File: config.mk
export PLATFORM = sky130hd
export DESIGN_NAME = mft_front
export DESIGN_NICKNAME = d
export VERILOG_FILES = /design/src/hw/rtl/mft_pkg.sv /design/src/hw/rtl/mft_front.sv
export SDC_FILE = /design/constraint.sdc
export NUM_CORES = 1
export LEC_CHECK = 0
export BUFFER_PORTS_ARGS = -buffer_cell sky130_fd_sc_hd__clkbuf_2
export CORE_ASPECT_RATIO = 0.7
export CORE_UTILIZATION = 45
export DETAILED_ROUTE_END_ITERATION = 16
export HOLD_SLACK_MARGIN = 0.05
export PLACE_DENSITY = 0.79
export SLEW_MARGIN = 20
export SYNTH_ARGS = -nofsm -noshare
export SYNTH_HDL_FRONTEND = slang
export SYNTH_SLANG_ARGS = --single-unit
File: constraint.sdc
create_clock -name clk_i -period 18.7 [get_ports clk_i]
set_input_delay 3.74 -clock clk_i [delete_from_list [all_inputs] [get_ports clk_i]]
set_output_delay 3.74 -clock clk_i [all_outputs]
set_load 0.01 [all_outputs]
File: src/hw/rtl/mft_pkg.sv
// Shared types and constants of the multicast forwarding table.
package mft_pkg;

  localparam int TableDepth = 32;
  localparam int IfaceCount = 16;
  localparam int SlotW      = $clog2(TableDepth);
  localparam int CntW       = $clog2(TableDepth + 1);
  localparam int IfW        = 4;
  localparam int AddrW      = 48;
  localparam int StampW     = 32;
  localparam int MaxResults = 32;
  localparam int ResW       = $clog2(MaxResults + 1);
  localparam int IterCount  = (IfaceCount < (2 ** IfW)) ? IfaceCount : (2 ** IfW);
  localparam int IterW      = $clog2(IterCount + 1);
  localparam int QueueDepth = 2;

  // Configuration register indexes
  localparam logic [1:0] RegTimeout = 2'd0;
  localparam logic [1:0] RegFanout  = 2'd1;
  localparam logic [1:0] RegCopies  = 2'd2;

  typedef enum logic [1:0] {
    OP_UPDATE = 2'd0,
    OP_LOOKUP = 2'd1,
    OP_PURGE  = 2'd2,
    OP_TICK   = 2'd3
  } op_e;

  typedef enum logic [2:0] {
    ST_INSERTED  = 3'd0,
    ST_REFRESHED = 3'd1,
    ST_FULL      = 3'd2,
    ST_FORWARD   = 3'd3,
    ST_NO_ROUTE  = 3'd4,
    ST_PURGED    = 3'd5
  } status_e;

  typedef enum logic [2:0] {
    S_IDLE,
    S_SCAN,
    S_UPD,
    S_PURGE,
    S_EMIT,
    S_NEIGH,
    S_FLUSH
  } eng_state_e;

  typedef struct packed {
    op_e              op;
    logic [AddrW-1:0] grp;
    logic [AddrW-1:0] org;
    logic [IfW-1:0]   ifn;
    logic [AddrW-1:0] nb;
  } item_t;

  typedef struct packed {
    logic [AddrW-1:0] grp;
    logic [AddrW-1:0] org;
    logic [IfW-1:0]   ifn;
    logic [AddrW-1:0] nb;
  } key_t;

  typedef struct packed {
    logic  valid;
    item_t item;
  } fq_t;

  typedef struct packed {
    logic [15:0] timeout;
    logic [5:0]  fanout;
    logic [7:0]  copies;
  } cfg_t;

  typedef struct packed {
    logic             valid;
    status_e          status;
    logic [IfW-1:0]   out_if;
    logic [AddrW-1:0] dest;
    logic             bcast;
    logic [7:0]       copies;
    logic [5:0]       removed;
    logic             last;
  } res_t;

endpackage

File: src/hw/rtl/mft_front.sv
// Request intake: decode the kind and queue requests for the table engine.
module mft_front import mft_pkg::*; (
  input  logic             clk_i,
  input  logic             rst_ni,
  input  logic             in_valid_i,
  output logic             in_stall_o,
  input  logic [1:0]       kind_i,
  input  logic [AddrW-1:0] group_addr_i,
  input  logic [AddrW-1:0] orig_addr_i,
  input  logic [IfW-1:0]   if_index_i,
  input  logic [AddrW-1:0] neigh_addr_i,
  output fq_t              fq_o,
  input  logic             pop_i
);

  localparam int PtrW = $clog2(QueueDepth);
  localparam int QCntW = $clog2(QueueDepth + 1);

  item_t            ent_q [QueueDepth];
  logic [PtrW-1:0]  wp_q, wp_d, rp_q, rp_d;
  logic [QCntW-1:0] cnt_q, cnt_d;
  item_t            new_item;
  logic             push, pop;

  // classify the request kind
  always_comb begin
    new_item     = '0;
    new_item.grp = group_addr_i;
    new_item.org = orig_addr_i;
    new_item.ifn = if_index_i;
    new_item.nb  = neigh_addr_i;
    unique case (kind_i)
      OP_UPDATE: new_item.op = OP_UPDATE;
      OP_LOOKUP: new_item.op = OP_LOOKUP;
      OP_PURGE:  new_item.op = OP_PURGE;
      default:   new_item.op = OP_TICK;
    endcase
  end

  assign in_stall_o = (cnt_q == QCntW'(QueueDepth));
  assign push = in_valid_i && !in_stall_o;
  assign pop  = pop_i && (cnt_q != '0);

  // advance pointers
  always_comb begin
    wp_d  = push ? PtrW'(wp_q + 1'b1) : wp_q;
    rp_d  = pop ? PtrW'(rp_q + 1'b1) : rp_q;
    cnt_d = cnt_q;
    if (push && !pop) begin
      cnt_d = cnt_q + 1'b1;
    end else if (pop && !push) begin
      cnt_d = cnt_q - 1'b1;
    end
  end

  always_ff @(posedge clk_i or negedge rst_ni) begin
    if (!rst_ni) begin
      wp_q  <= '0;
      rp_q  <= '0;
      cnt_q <= '0;
    end else begin
      wp_q  <= wp_d;
      rp_q  <= rp_d;
      cnt_q <= cnt_d;
    end
  end

  // hold queued requests
  always_ff @(posedge clk_i) begin
    if (push) begin
      ent_q[wp_q] <= new_item;
    end
  end

  assign fq_o.valid = (cnt_q != '0);
  assign fq_o.item  = ent_q[rp_q];

  a_cnt_bound: assert property (@(posedge clk_i) disable iff (!rst_ni)
    cnt_q <= QCntW'(QueueDepth))
    else $error("queue count beyond depth");

  a_pop_nonempty: assert property (@(posedge clk_i) disable iff (!rst_ni)
    (cnt_q == '0) |=> (cnt_q <= QCntW'(1)))
    else $error("queue count jumped from empty");

  a_full_stall: assert property (@(posedge clk_i) disable iff (!rst_ni)
    (cnt_q == QCntW'(QueueDepth)) |-> in_stall_o)
    else $error("full queue not stalling");

endmodule

==> run summary <==
Max Used Layer -> met4
Ports -> 306
Placed cell areas -> 13200 sq um
Most frequent cell after synthesis -> edfxtp_1
Switching portion of total power -> 28.8%
Syn avg cell area -> 23.3 sq um
Pre-Repair DR Iteration Count -> 4
Met3 WL post-DR -> 1.67 mm
Reg-to-reg endpoint -> ent_q[0][96]$_DFFE_PP_
DP HPWL -> 14.0 mm
Skew-Pair Late Insertion Delay -> 530 ps
Antenna Cells -> 0
CTS Root Cell -> clkbuf_16
Post-synth EDFFs -> 300
CTS tree -> done
Yosys top cell area share -> 79.1%
Wire per inst -> 18.1 um
Die width -> 192 um
Die area -> 26000 sq um
Cell area after synthesis -> 11400 sq um
Clock Power Share -> 24.5%
Relative slew slack -> 29.1%
Initial antenna violation count -> 0
Cell Int Power -> 0.00158 W
CTS resizes -> 0
Fin util -> 57.0%
Pwr Density -> 157 nW/um^2
Top FF cell, synth -> edfxtp_1
Min Clock Period, post-route -> 6490 ps
Worst clock skew -> 15.9 ps
Post-synth top cells -> edfxtp_1, mux2_4, mux2_2, buf_6, buf_2
Crit path launch type -> flop
Reg2Reg Setup Slack -> 16230 ps
Status -> completed
Initial core utilization -> 46.1%
Fin. max-slew vios -> 0
Share of post-route cells with drive strength above 1 -> 60.7%
Remaining Overflow, GRT -> 0
Residual DRC -> 0
CTS sink cnt -> 304
Fin cells -> 1155
H-tree lvl count -> 1
Wl on met1 -> 8.75 mm
Achievable frequency -> 154 MHz
CTS max path bufs -> 3
Arrival @ worst endpoint -> 2750 ps
Worst Setup EP -> fq_o[25]
Vias -> 5599
Synth area leaders -> edfxtp_1, mux2_4, mux2_2, buf_6, dfrtp_1
Worst-path clk slew -> 60 ps
Hold Path Cell Cnt -> 1
Post-synthesis register bit count -> 304
Asr flop ratio synth -> 1.32%
Largest area contributor in the netlist -> edfxtp_1
Comb power frac -> 31.1%
MaxCap Viol Count -> 0
Unrepaired setup endpoints after global routing -> false
GP Congestion -> 0.758
Critical Path Fanout Max -> 60
Period utilization -> 34.7%
Setup ws final -> 12210 ps
Fill cells -> 1879
Share of power burned in registers -> 44.4%
Setup_tns -> 0 ps
Final setup violating endpoints -> 0
CP Class -> flop to primary output
DR iter-0 viols -> 286
FP Rows -> 48
PortBufs -> 305
P&R area growth vs syn -> 23.8%
P_leak -> 5.59 nW
Reg-to-Reg Start -> cnt_q[0]$_DFFE_PN0P_
CTS Hold Buffers Added -> 0
Worst min-delay path class -> flop to flop
Vias in the first global route -> 5663
Syn_nets -> 643
Placed cells -> 1105
Cell count after synthesis -> 488
Hold Vio Cnt, Final -> 0
Sequential share of the synthesized area -> 79.9%
Finished Cell Area -> 14100 sq um
TritonCTS buffer count -> 29
Via-to-Cell Ratio -> 4.85
Layout net count -> 966
Metal2 WL -> 10.0 mm
Pre-CTS setup slack -> 12750 ps
Total GRT Usage -> 15.4%
Net switching power figure -> 0.000637 W
Distinct cells, synth -> 16
Largest net degree at the start of global routing -> 75
Setup repair bufs after CTS -> 0
Worst Setup End Kind -> primary output
Final ANT Viol Nets -> 0
Routed wire length -> 20.9 mm
Tightest Pin Transition -> 1060 ps
Max IR drop VDD -> 143 uV
FF-to-FF path depth -> 4
Core box area -> 24700 sq um
WP data required -> 14960 ps
First-pass GRT wire length -> 30.6 mm
Die Y -> 135 um
Warnings, synthesis -> 0
Critical Path Source -> rp_q$_DFFE_PN0P_
==> power by group through the flow <==
stage | sequential (W) | combinational (W) | clock [W]
global placement | 0.000990 | 0.000689 | 0
finish | 0.000983 | 0.000688 | 0.000543
global route | 0.000996 | 0.000740 | 0.000580
CTS | 0.000986 | 0.000699 | 0.000555
detailed placement | 0.00100 | 0.000696 | 0
floorplan | 0.00100 | 0.000485 | 0
==> area by class of cell <==
| cell class | instances | area, sq um | area share [%] |
|---|---|---|---|
| Clock buffer | 34 | 744 | 5.28 |
| Clock inverter | 16 | 134 | 0.949 |
| Inverter | 2 | 7.51 | 0.0532 |
| Multi-Input combinational cell | 163 | 2130 | 15.1 |
| Sequential cell | 304 | 9110 | 64.6 |
| Tap cell | 325 | 407 | 2.88 |
| Timing Repair Buffer | 311 | 1570 | 11.1 |
==> how the worst min path moves through the flow <==
stage / end / slack, ps / from
floorplan: cnt_q[1]$_DFFE_PN0P_ / 460 / cnt_q[1]$_DFFE_PN0P_
global placement: cnt_q[1]$_DFFE_PN0P_ / 480 / cnt_q[1]$_DFFE_PN0P_
detailed placement: cnt_q[1]$_DFFE_PN0P_ / 480 / cnt_q[1]$_DFFE_PN0P_
CTS: cnt_q[1]$_DFFE_PN0P_ / 500 / cnt_q[1]$_DFFE_PN0P_
global route: cnt_q[1]$_DFFE_PN0P_ / 520 / cnt_q[1]$_DFFE_PN0P_
finish: cnt_q[1]$_DFFE_PN0P_ / 490 / cnt_q[1]$_DFFE_PN0P_
==> metrics by stage <==
| stage | power (W) | hold WS, ps |
|---|---|---|
| 2_1_floorplan | 0.00149 | 456 |
| 3_3_place_gp | 0.00168 | 479 |
| 3_5_place_dp | 0.00170 | 479 |
| 4_1_cts | 0.00224 | 496 |
| 5_1_grt | 0.00232 | 524 |
| 6_report | 0.00221 | 487 |
==> registers in the layout, indices dropped and copies added (netlist names) <==
| name | count |
|---|---|
| cnt_q | 2 |
| ent_q | 300 |
| rp_q | 1 |
| wp_q | 1 |
==> metal layers <==
metal	track usage, %	vias to the layer above
li1	-	2594
met1	19.5	2749
met4	4.16	0
met2	25.7	222
met5	0	-
met3	4.74	34
==> placed cells by master (no fill, tap or decap), drive strengths merged <==
cell    instances
clkbuf        339
edfxtp        300
mux2          150
clkinv         13
buf             6
dfrtp           4
xnor2           3
inv             3
nand2           2
xor2            2
bufinv          2
nor2            2
nand2b          1
or2             1
and3            1
ha              1
==> cell families (layout without fill, tap and decap cells) <==
| group | count (synthesis) | count (layout) | share of synthesized area [%] |
|---|---|---|---|
| adders and majority gates | 1 | 1 | 0.110 |
| DFF | 304 | 304 | 79.9 |
| muxes | 150 | 150 | 17.8 |
| xor gates and xnor gates | 5 | 5 | 0.384 |
| and+or+nand+nor | 7 | 7 | 0.297 |
| buffers and inverters | 21 | 363 | 1.48 |
==> worst max-delay path, cell delays in order, from the launching register on <==
cell      delay [ps]
dfrtp_4          720
buf_4            860
mux2_2           430
clkbuf_2         140
Note: power is estimated with default switching activity, not from simulation.
